[src/hdl/assert_macros.svh]
// ----------------------------------------------------------------------------
// Assertion macros
// Shared concurrent assertion forms, clocked on clk, disabled in reset.
// ----------------------------------------------------------------------------
`ifndef ASSERT_MACROS_SVH
`define ASSERT_MACROS_SVH

// expr holds at every clock edge
`define ASSERT_ALWAYS(name, expr, msg) \
    name: assert property (@(posedge clk) disable iff (!rst_n) (expr)) \
        else $error(msg);

// cond implies expr in the same cycle
`define ASSERT_IMPLIES(name, cond, expr, msg) \
    name: assert property (@(posedge clk) disable iff (!rst_n) (cond) |-> (expr)) \
        else $error(msg);

// cond implies expr in the next cycle
`define ASSERT_NEXT(name, cond, expr, msg) \
    name: assert property (@(posedge clk) disable iff (!rst_n) (cond) |=> (expr)) \
        else $error(msg);

`endif

[src/hdl/cf16_pkg.sv]
// ----------------------------------------------------------------------------
// cf16_pkg
// Types, constants and the CRC-16/Modbus byte update for the framer.
// ----------------------------------------------------------------------------
package cf16_pkg;

    localparam int CHANNELS    = 4;
    localparam int IN_FIELDS   = 4;
    localparam int SAMPLE_W    = 16;
    localparam int DATA_BYTES  = 2 * CHANNELS;
    localparam int FRAME_BYTES = DATA_BYTES + 2;
    localparam int IDX_W       = $clog2(FRAME_BYTES);
    localparam int QUEUE_DEPTH = 2;
    localparam int QPTR_W      = $clog2(QUEUE_DEPTH);
    localparam int QCNT_W      = $clog2(QUEUE_DEPTH + 1);

    localparam logic [15:0] CRC_INIT = 16'hFFFF;
    localparam logic [15:0] CRC_POLY = 16'hA001;

    localparam logic [IDX_W-1:0] IDX_CRC_LO = IDX_W'(DATA_BYTES);
    localparam logic [IDX_W-1:0] IDX_CRC_HI = IDX_W'(DATA_BYTES + 1);

    typedef logic [DATA_BYTES-1:0][7:0]        frame_t;
    typedef logic [CHANNELS-1:0][SAMPLE_W-1:0] samples_t;

    typedef struct packed {
        logic   valid;
        frame_t frame;
    } q_head_t;

    function automatic logic [15:0] crc_byte(input logic [15:0] crc_in,
                                             input logic [7:0]  data);
        logic [15:0] c;
        c = crc_in ^ {8'h00, data};
        for (int b = 0; b < 8; b++) begin
            if (c[0])
                c = (c >> 1) ^ CRC_POLY;
            else
                c = c >> 1;
        end
        return c;
    endfunction

endpackage

[src/hdl/four_channel_crc16_framer.sv]
// ----------------------------------------------------------------------------
// four_channel_crc16_framer
// Four 16-bit samples in, ten-byte frame out: samples low byte first,
// then CRC-16/Modbus low and high byte, last byte flagged.
// ----------------------------------------------------------------------------
//   channel   handshake            payload
//   in        in_valid/in_ready    channel_0..channel_3
//   out       out_valid/out_ready  frame_byte, last_byte
//
// One frame leaves as ten byte transfers, one per cycle while out_ready
// holds, with frames back to back; the byte serializer sets that rate.
// The first byte passes the queue, the frame register and the output register.
// A two-frame queue sits between input and serializer; input stalls only
// when it is full. Output stalls hold the current byte.
// Reset clears control state only; data and byte registers are not reset.
// ----------------------------------------------------------------------------
module four_channel_crc16_framer
    import cf16_pkg::*;
(
    input  logic        clk,
    input  logic        rst_n,
    input  logic        in_valid,
    output logic        in_ready,
    input  logic [15:0] channel_0,
    input  logic [15:0] channel_1,
    input  logic [15:0] channel_2,
    input  logic [15:0] channel_3,
    output logic        out_valid,
    input  logic        out_ready,
    output logic [7:0]  frame_byte,
    output logic        last_byte
);

    q_head_t head;
    logic    pop;

    cf16_front u_front (
        .clk       (clk),
        .rst_n     (rst_n),
        .in_valid  (in_valid),
        .in_ready  (in_ready),
        .channel_0 (channel_0),
        .channel_1 (channel_1),
        .channel_2 (channel_2),
        .channel_3 (channel_3),
        .pop       (pop),
        .head      (head)
    );

    cf16_back u_back (
        .clk        (clk),
        .rst_n      (rst_n),
        .head       (head),
        .pop        (pop),
        .out_valid  (out_valid),
        .out_ready  (out_ready),
        .frame_byte (frame_byte),
        .last_byte  (last_byte)
    );

endmodule

[src/hdl/cf16_front.sv]
// ----------------------------------------------------------------------------
// cf16_front
// Accepts sample transfers, packs them into frame bytes and queues them.
// ----------------------------------------------------------------------------
module cf16_front
    import cf16_pkg::*;
(
    input  logic          clk,
    input  logic          rst_n,
    input  logic          in_valid,
    output logic          in_ready,
    input  logic [15:0]   channel_0,
    input  logic [15:0]   channel_1,
    input  logic [15:0]   channel_2,
    input  logic [15:0]   channel_3,
    input  logic          pop,
    output q_head_t       head
);

    `include "assert_macros.svh"

    logic [IN_FIELDS-1:0][SAMPLE_W-1:0] in_samples;
    samples_t                           samples;
    frame_t                             mem_reg [QUEUE_DEPTH];
    logic [QPTR_W-1:0]                  wr_ptr_reg, wr_ptr_next;
    logic [QPTR_W-1:0]                  rd_ptr_reg, rd_ptr_next;
    logic [QCNT_W-1:0]                  count_reg, count_next;
    logic                               push;
    logic                               do_pop;

    assign in_samples = {channel_3, channel_2, channel_1, channel_0};

    for (genvar i = 0; i < CHANNELS; i++) begin : g_ch
        if (i < IN_FIELDS) begin : g_in
            assign samples[i] = in_samples[i];
        end else begin : g_zero
            assign samples[i] = '0;
        end
    end

    assign in_ready = (count_reg != QCNT_W'(QUEUE_DEPTH));
    assign push     = in_valid && in_ready;
    assign do_pop   = pop && (count_reg != '0);

    assign head.valid = (count_reg != '0);
    assign head.frame = mem_reg[rd_ptr_reg];

    always_comb
    begin
        wr_ptr_next = wr_ptr_reg;
        rd_ptr_next = rd_ptr_reg;
        count_next  = count_reg;
        if (push)
            wr_ptr_next = wr_ptr_reg + 1'b1;
        if (do_pop)
            rd_ptr_next = rd_ptr_reg + 1'b1;
        if (push && !do_pop)
            count_next = count_reg + 1'b1;
        else if (!push && do_pop)
            count_next = count_reg - 1'b1;
    end

    always_ff @(posedge clk)
    begin
        if (push)
            mem_reg[wr_ptr_reg] <= frame_t'(samples);
    end

    always_ff @(posedge clk or negedge rst_n)
    begin
        if (!rst_n)
        begin
            wr_ptr_reg <= '0;
            rd_ptr_reg <= '0;
            count_reg  <= '0;
        end
        else
        begin
            wr_ptr_reg <= wr_ptr_next;
            rd_ptr_reg <= rd_ptr_next;
            count_reg  <= count_next;
        end
    end

    `ASSERT_ALWAYS(a_count_range, count_reg <= QCNT_W'(QUEUE_DEPTH), "queue count overflow")
    `ASSERT_NEXT(a_push_grows, push && !do_pop, count_reg == $past(count_reg) + 1'b1, "push lost")
    `ASSERT_IMPLIES(a_pop_nonempty, pop, head.valid, "pop from empty queue")

endmodule

[src/hdl/cf16_back.sv]
// ----------------------------------------------------------------------------
// cf16_back
// Serializes one queued frame per pass, updating the CRC a byte at a time.
// ----------------------------------------------------------------------------
module cf16_back
    import cf16_pkg::*;
(
    input  logic          clk,
    input  logic          rst_n,
    input  q_head_t       head,
    output logic          pop,
    output logic          out_valid,
    input  logic          out_ready,
    output logic [7:0]    frame_byte,
    output logic          last_byte
);

    `include "assert_macros.svh"

    logic              busy_reg, busy_next;
    logic [IDX_W-1:0]  idx_reg, idx_next;
    frame_t            frame_reg, frame_next;
    logic [15:0]       crc_reg, crc_next;
    logic              out_valid_reg, out_valid_next;
    logic [7:0]        out_byte_reg, out_byte_next;
    logic              out_last_reg, out_last_next;
    logic              advance;
    logic [15:0]       crc_upd;

    assign advance = !out_valid_reg || out_ready;
    assign crc_upd = crc_byte(crc_reg, frame_reg[0]);

    always_comb
    begin
        busy_next      = busy_reg;
        idx_next       = idx_reg;
        frame_next     = frame_reg;
        crc_next       = crc_reg;
        out_valid_next = out_valid_reg;
        out_byte_next  = out_byte_reg;
        out_last_next  = out_last_reg;
        pop            = 1'b0;

        if (busy_reg && advance)
        begin
            out_valid_next = 1'b1;
            out_last_next  = 1'b0;
            idx_next       = idx_reg + 1'b1;
            if (idx_reg == IDX_CRC_HI)
            begin
                out_byte_next = crc_reg[15:8];
                out_last_next = 1'b1;
                busy_next     = 1'b0;
                idx_next      = '0;
            end
            else if (idx_reg == IDX_CRC_LO)
            begin
                out_byte_next = crc_reg[7:0];
            end
            else
            begin
                out_byte_next = frame_reg[0];
                crc_next      = crc_upd;
                frame_next    = frame_t'(frame_reg >> 8);
            end
        end
        else if (advance)
        begin
            out_valid_next = 1'b0;
        end

        if ((!busy_reg || (advance && idx_reg == IDX_CRC_HI)) && head.valid)
        begin
            pop        = 1'b1;
            frame_next = head.frame;
            crc_next   = CRC_INIT;
            idx_next   = '0;
            busy_next  = 1'b1;
        end
    end

    always_ff @(posedge clk)
    begin
        frame_reg    <= frame_next;
        crc_reg      <= crc_next;
        out_byte_reg <= out_byte_next;
        out_last_reg <= out_last_next;
    end

    always_ff @(posedge clk or negedge rst_n)
    begin
        if (!rst_n)
        begin
            busy_reg      <= 1'b0;
            idx_reg       <= '0;
            out_valid_reg <= 1'b0;
        end
        else
        begin
            busy_reg      <= busy_next;
            idx_reg       <= idx_next;
            out_valid_reg <= out_valid_next;
        end
    end

    assign out_valid  = out_valid_reg;
    assign frame_byte = out_byte_reg;
    assign last_byte  = out_last_reg;

    `ASSERT_ALWAYS(a_idx_range, idx_reg <= IDX_CRC_HI, "byte index out of range")
    `ASSERT_IMPLIES(a_idle_idx, !busy_reg, idx_reg == '0, "idle with nonzero index")
    `ASSERT_NEXT(a_idx_step, busy_reg && advance && idx_reg != IDX_CRC_HI && !pop, idx_reg == $past(idx_reg) + 1'b1, "byte index skipped")

endmodule

[config.mk]
export PLATFORM = sky130hd
export DESIGN_NAME = four_channel_crc16_framer
export DESIGN_NICKNAME = d
export VERILOG_FILES = /design/src/hdl/cf16_pkg.sv /design/src/hdl/four_channel_crc16_framer.sv /design/src/hdl/cf16_front.sv /design/src/hdl/cf16_back.sv
export VERILOG_INCLUDE_DIRS = /design/src /design/src/hdl
export SDC_FILE = /design/constraint.sdc
export NUM_CORES = 1
export LEC_CHECK = 0
export ABC_CLOCK_PERIOD_IN_PS = 6100
export BUFFER_PORTS_ARGS = -buffer_cell sky130_fd_sc_hd__buf_2
export CORE_ASPECT_RATIO = 0.7
export CORE_MARGIN = 4
export CORE_UTILIZATION = 55
export CTS_BUF_LIST = sky130_fd_sc_hd__clkbuf_8
export CTS_CLUSTER_SIZE = 20
export DETAILED_ROUTE_END_ITERATION = 7
export GPL_TIMING_DRIVEN = 0
export MAX_ROUTING_LAYER = met4
export PLACE_DENSITY = 0.75
export SYNTH_ARGS = -nofsm -noshare
export SYNTH_HDL_FRONTEND = slang
export SYNTH_SLANG_ARGS = --single-unit
[constraint.sdc]
create_clock -name clk -period 6.1 [get_ports clk]
set_clock_uncertainty 0.2 [all_clocks]
set_input_delay 0.915 -clock clk [delete_from_list [all_inputs] [get_ports clk]]
set_output_delay 0.915 -clock clk [all_outputs]
set_load 0.01 [all_outputs]
Word-level counts from Yosys, hierarchy flattened
Memories as Yosys holds them, arrays and structs flattened.
Cells that the tools add are included.
{ "classes": {"n_addsub": 5, "eq_ne": 5, "muxes": 28, "bitwise": 11, "reduce_logical": 21} }
{ "ops": {"columns": ["cell", "n"], "rows": [
  ["$mux 64", 4],
  ["$mux 16", 8],
  ["$not 2->3", 8],
  ["$mux 8", 2],
  ["$xor 16x8->16", 1],
  ["$mux 4", 3],
  ["$reduce_bool 2->1", 5],
  ["$mux 1", 9],
  ["$eq 4x4->1 const B", 2],
  ["$logic_and 1x1->1", 7],
  ["$ne 2x2->1 const B", 3],
  ["$reduce_and 3->1", 2],
  ["$add 4x1->4 const B", 1],
  ["$logic_not 1->1", 4],
  ["$mux 2", 2],
  ["$add 1x1->1 const B", 2],
  ["$add 2x1->2 const B", 1],
  ["$logic_or 1x1->1", 2],
  ["$not 1->1", 2],
  ["$reduce_and 2->1", 1],
  ["$sub 2x1->2 const B", 1]
]} }
{ "word_totals": {"reg_bits": 99, "ramBits": 128, "output_inout_bits": 11, "elab_cells": 88, "memories": 1} }
{ "memory_table": {"columns": ["name", "words", "width", "rd", "rd_clocked_by_memory_dff", "wr", "line", "source"], "rows": [
  ["u_front.mem_reg", 2, 64, 1, 0, 1, "cf16_front.sv:24", "frame_t mem_reg [QUEUE_DEPTH];"]
]} }

Logic depth before layout (Yosys ltp)
{ "logic_depth": {"word_depth": 17, "ltp_mapped": 12} }

Cells and area by module
A second synthesis with hierarchy kept.
{ "hier_totals": {"hier_cells": 622, "hier_area_um2": 9241.4} }
{ "modules_own_cells": {"columns": ["mod", "n_inst", "cells_per_inst", "area_each_um2"], "rows": [
  ["cf16_front", 1, 217, 5018.6],
  ["cf16_back", 1, 405, 4222.8]
]} }

Least setup slack after synthesis
Ideal clock, no wire load.
{ "synth_path": {"path_type": "input-to-reg", "startpoint": "in in_valid", "endpoint": "mem u_front.mem_reg[0][0] in the netlist's numbering (enable)", "setup_time_ps": 486, "t_arrival_ps": 3682, "path_slack_ps": 1731, "path_stages": 2, "n_path_buf": 0, "path_cell_list": "nand2_1 -> nor2_1"} }
{ "synth_between": {"elab_chain_len": 3} }
{ "synth_rtl": {"columns": ["element", "line", "source"], "rows": [
  ["start, declared", "four_channel_crc16_framer.sv:22", "input logic in_valid,"],
  ["$logic_and 1x1->1", "cf16_front.sv:42", "assign push = in_valid && in_ready;"],
  ["$mux 1", "cf16_front.sv:65", "if (push)"],
  ["$mux 1 (not written as such)", "cf16_front.sv:66", "mem_reg[wr_ptr_reg] <= frame_t'(samples);"],
  ["end, declared", "cf16_front.sv:24", null]
]} }
Every way passes these cells.

Worst setup path in the final report
{ "layout_path": {"startpoint": "reg u_back.idx_reg[1]", "endpoint": "reg u_back.frame_reg[62] in the netlist's numbering (enable)"} }
{ "layout_between": {"elab_chain_len": 6, "elab_cells_between_ends": 9, "cone_classes": "4 x eq/ne; 5 x reduce/logical"} }
{ "layout_rtl": {"columns": ["element", "line", "source"], "rows": [
  ["start, declared", "cf16_back.sv:21", "logic [IDX_W-1:0] idx_reg, idx_next;"],
  ["start signal, assigned", "cf16_back.sv:101", "idx_reg <= idx_next;"],
  ["$eq 4x4->1", "cf16_back.sv:49, cf16_back.sv:72", null],
  ["$logic_and 1x1->1", "cf16_back.sv:72", "if ((!busy_reg || (advance && idx_reg == IDX_CRC_HI)) && head.valid)"],
  ["$logic_or 1x1->1", "cf16_back.sv:72", null],
  ["$logic_and 1x1->1", "cf16_back.sv:72", null],
  ["$ne 2x2->1 (no line) / $reduce_bool 2->1 (equally long branches)", null, null],
  ["$reduce_and 3->1 (no line) *", null, null],
  ["end signal, assigned", "cf16_back.sv:84", "frame_reg <= frame_next;"],
  ["end, declared", "cf16_back.sv:22", "frame_t frame_reg, frame_next;"]
]} }
Every way passes the cells marked *; elsewhere a longest branch is shown, timed or not.
A chain may end at the register's enable or synchronous reset.

==> impl_results.md <==
- Critical path startpoint: u_back.idx_reg[1]
- CP bufs+invs: 3
- Remaining Overflow, GRT: 0
- Fmax achieved: 275.5 MHz
- DP HPWL: 10.77 mm
- DR iter-0 viols: 320
- Post-Syn Area: 0.008753 sq mm
- Routed len/inst: between 15 and 20 microns
- Syn_nets: 645
- R2R cell count: 8
- Crit-path slowest cell: nand2_4
- Yosys top cell by area: edfxtp_1
- Non-filler cells, final: roughly 910
- Critical Path Stages: 8
- CTS Hold Bufs: 0
- Dpl cells: 853
- Die Height: about 110 microns
- Number of setup violations in the final report: 0
- Diodes inserted: 0
- Routed WL: 16.31 mm
- Largest net degree at the start of global routing: 65
- CTS H-tree lvls: 2
- Fin nets: ~760
- Worst r2r src: u_back.idx_reg[1]
- Post-synth EDFFs: 201
- Initial antenna violation count: 0
- Reg-to-Reg End: u_back.frame_reg[62]
- VDD IR max: 277.1 uV
- Leakage: 3.924 nW
- Post-Syn Instances: ~570
- Relative max-transition margin: 0.3811
- Most frequent cell after synthesis: edfxtp_1
- Post-synth top area share: 0.6895
- Setup TNS: 0 ns
- DIE WIDTH: 158.8 microns
- Crit path to: u_back.frame_reg[62]
- Slew Viols, Final: 0
- TritonCTS clock tree: yes
- Clock Tree Buf Depth: 3
- Row Count: 38
- Ranking of synthesized cells by area: edfxtp_1 69%, mux2i_1 8.3%, nand2_1 4.0%
- Drt drc: 0
- TritonCTS Buffers: 35
- Total core area: 0.01555 sq mm
- Post-CTS sizing: 0
- Final hold viol count: 0
- I/O pins: 79
- Max FFs per register: 128
- Synth Register Bits: around 230
- Initial core utilization: 0.5630
- Crit path max-delay family: simple AND/OR/NAND/NOR gates
- Via count: approximately 5000
- CP arrival: 3.53 ns
- Worst setup EP type: flip-flop
- Post-CTS setup buffer count: 0
- Fillers: 1136
- Hold Crit Class: in2async
- Detailed Routing Iterations Pass 1: 4
- GPL Wtd Cong: 0.8171
- CTS root buffer: clkbuf_8
- Final period util: 0.5950
- Power density cells: slightly above 500 mW/mm^2
- Ys flop type: edfxtp_1
- Layout Cell Area excl Fill: 0.01008 sq mm
- Max Fanout on Critical Path: 64
- Reg2Reg Setup Slack: 2.47 ns
- Critical Path, Cell by Cell: inv_1, ha_1, nand3b_1, clkinv_1, nor3_1, nand2_1, clkbuf_1, nand2_4
- Outcome: finished, final reports clean
- Critical path class: reg2reg
- Worst-Skew Late Latency: 0.48 ns
- Synth async-reset ratio: 0.04405
- DR vias/cell: 5.447
- Clk slew on worst S/H paths: around 0.060 ns
- RSZ-0062 raised after global routing: false
- Ratio of cells with drive above 1 in the final layout: 0.1877
- Critical path's largest stage delay: 0.71 ns
- Ys Warns: 0
- Port Buffers: 78
- Vias in the first global route: 5189
- Synthesized area per cell: 15.28 sq um
- Post-synth cell types: 32
- Die area: about 0.018 sq mm
- CTS sink count: 227
- Sequential area share after synthesis: 0.7547
- MaxCap Viol Count: 0
- Worst-margin pin slew: 0.9284 ns
- Area growth from synthesis to layout: 15.21%
- Min Clock Period, post-route: 3.629 ns
- GRT Total Usage: 0.1871
- DP Area: 0.009454 sq mm
- Synth cell count leaders: 201 x edfxtp_1, 93 x nand2_1, 73 x mux2i_1
- Startpoint Class: flip-flop
- Global-route wire length before repair: 26.14 mm
- Req. time, crit path: approximately 6.0 ns
- Antenna Violating Nets Remaining: 0
-- worst min path at each step --
stage,slack (ns),cells after the start,start,end
detailed placement,0.28,2,u_back.crc_reg[9],u_back.crc_reg[1]
global placement,0.28,1,u_front.wr_ptr_reg,u_front.wr_ptr_reg
global route,0.07,1,rst_n,u_back.idx_reg[0]
CTS,0.07,1,rst_n,u_back.idx_reg[0]
finish,0.08,1,rst_n,u_back.busy_reg
floorplan,0.26,1,u_front.wr_ptr_reg,u_front.wr_ptr_reg
-- cell usage in the layout (no fill, tap or decap), types with 2 or more instances in the layout --
cell      instances
a22oi_1           2
xor2_1            2
buf_2            84
clkinv_2          4
clkinv_1         10
o211ai_1          9
buf_12            2
nand3b_1          2
dfrtp_1          10
clkbuf_8         37
nand3_1           7
clkbuf_1         18
edfxtp_1        201
ha_1              4
dfxtp_1          16
nor3_1            2
inv_1            14
xnor2_1          22
nand2b_1          2
nor2_1           14
mux2i_1          73
o21ai_0          68
a21oi_1           3
nand2_1          92
buf_1             3
-- per-layer routing --
| layer | wire length (microns) | share of wire | track usage | vias to the layer above |
|---|---|---|---|---|
| met5 | 0 | 0 | - | - |
| met4 | 176 | 0.011 | 0.04393 | 0 |
| met3 | 1004 | 0.062 | 0.04153 | 16 |
| met2 | 7856 | 0.48 | 0.2971 | 156 |
| met1 | 7275 | 0.45 | 0.2532 | 2458 |
| li1 | - | - | - | 2349 |
-- cell type report --
cell class | instances | area [sq um] | area share
Buffer | 27 | 108.9 | 0.01079
Clock buffer | 37 | 509.2 | 0.05050
Clock inverter | 24 | 121.4 | 0.01203
Inverter | 5 | 18.77 | 0.001861
Multi-Input combinational cell | 314 | 2039 | 0.2022
Sequential cell | 227 | 6606 | 0.6551
Tap cell | 200 | 250.2 | 0.02481
Timing Repair Buffer | 80 | 430.4 | 0.04268
-- through the flow --
step | setup slack (ns) | utilization | hold WS (ns) | total power [mW]
2_1_floorplan | 1.731 | - | 0.2604 | 3.689
3_3_place_gp | 0.2327 | 0.6042 | 0.2765 | 4.047
3_5_place_dp | 2.249 | 0.6081 | 0.2829 | 4.119
4_1_cts | 2.510 | 0.6486 | 0.06928 | 5.277
5_1_grt | 2.113 | 0.6486 | 0.07404 | 5.547
6_report | 2.471 | 0.6486 | 0.08001 | 5.227
-- cell families (layout without fill, tap and decap cells) --
| logic type | after synthesis | after routing | synth area share |
|---|---|---|---|
| DFF | 227 | 227 | 0.7547 |
| muxes | 73 | 73 | 0.08348 |
| AOI/OAI and AO/OA | 86 | 86 | 0.05360 |
| and+or+nand+nor | 124 | 124 | 0.05675 |
| buffers and inverters | 32 | 173 | 0.01458 |
| adders and majority gates | 4 | 4 | 0.005718 |
| xor gates and xnor gates | 27 | 27 | 0.03116 |
-- power breakdown --
part	internal, mW	switching (mW)
Sequential	2.31	0.192
Combinational	0.696	0.878
Clock	0.602	0.545
Power figures use the tool's default switching activity.
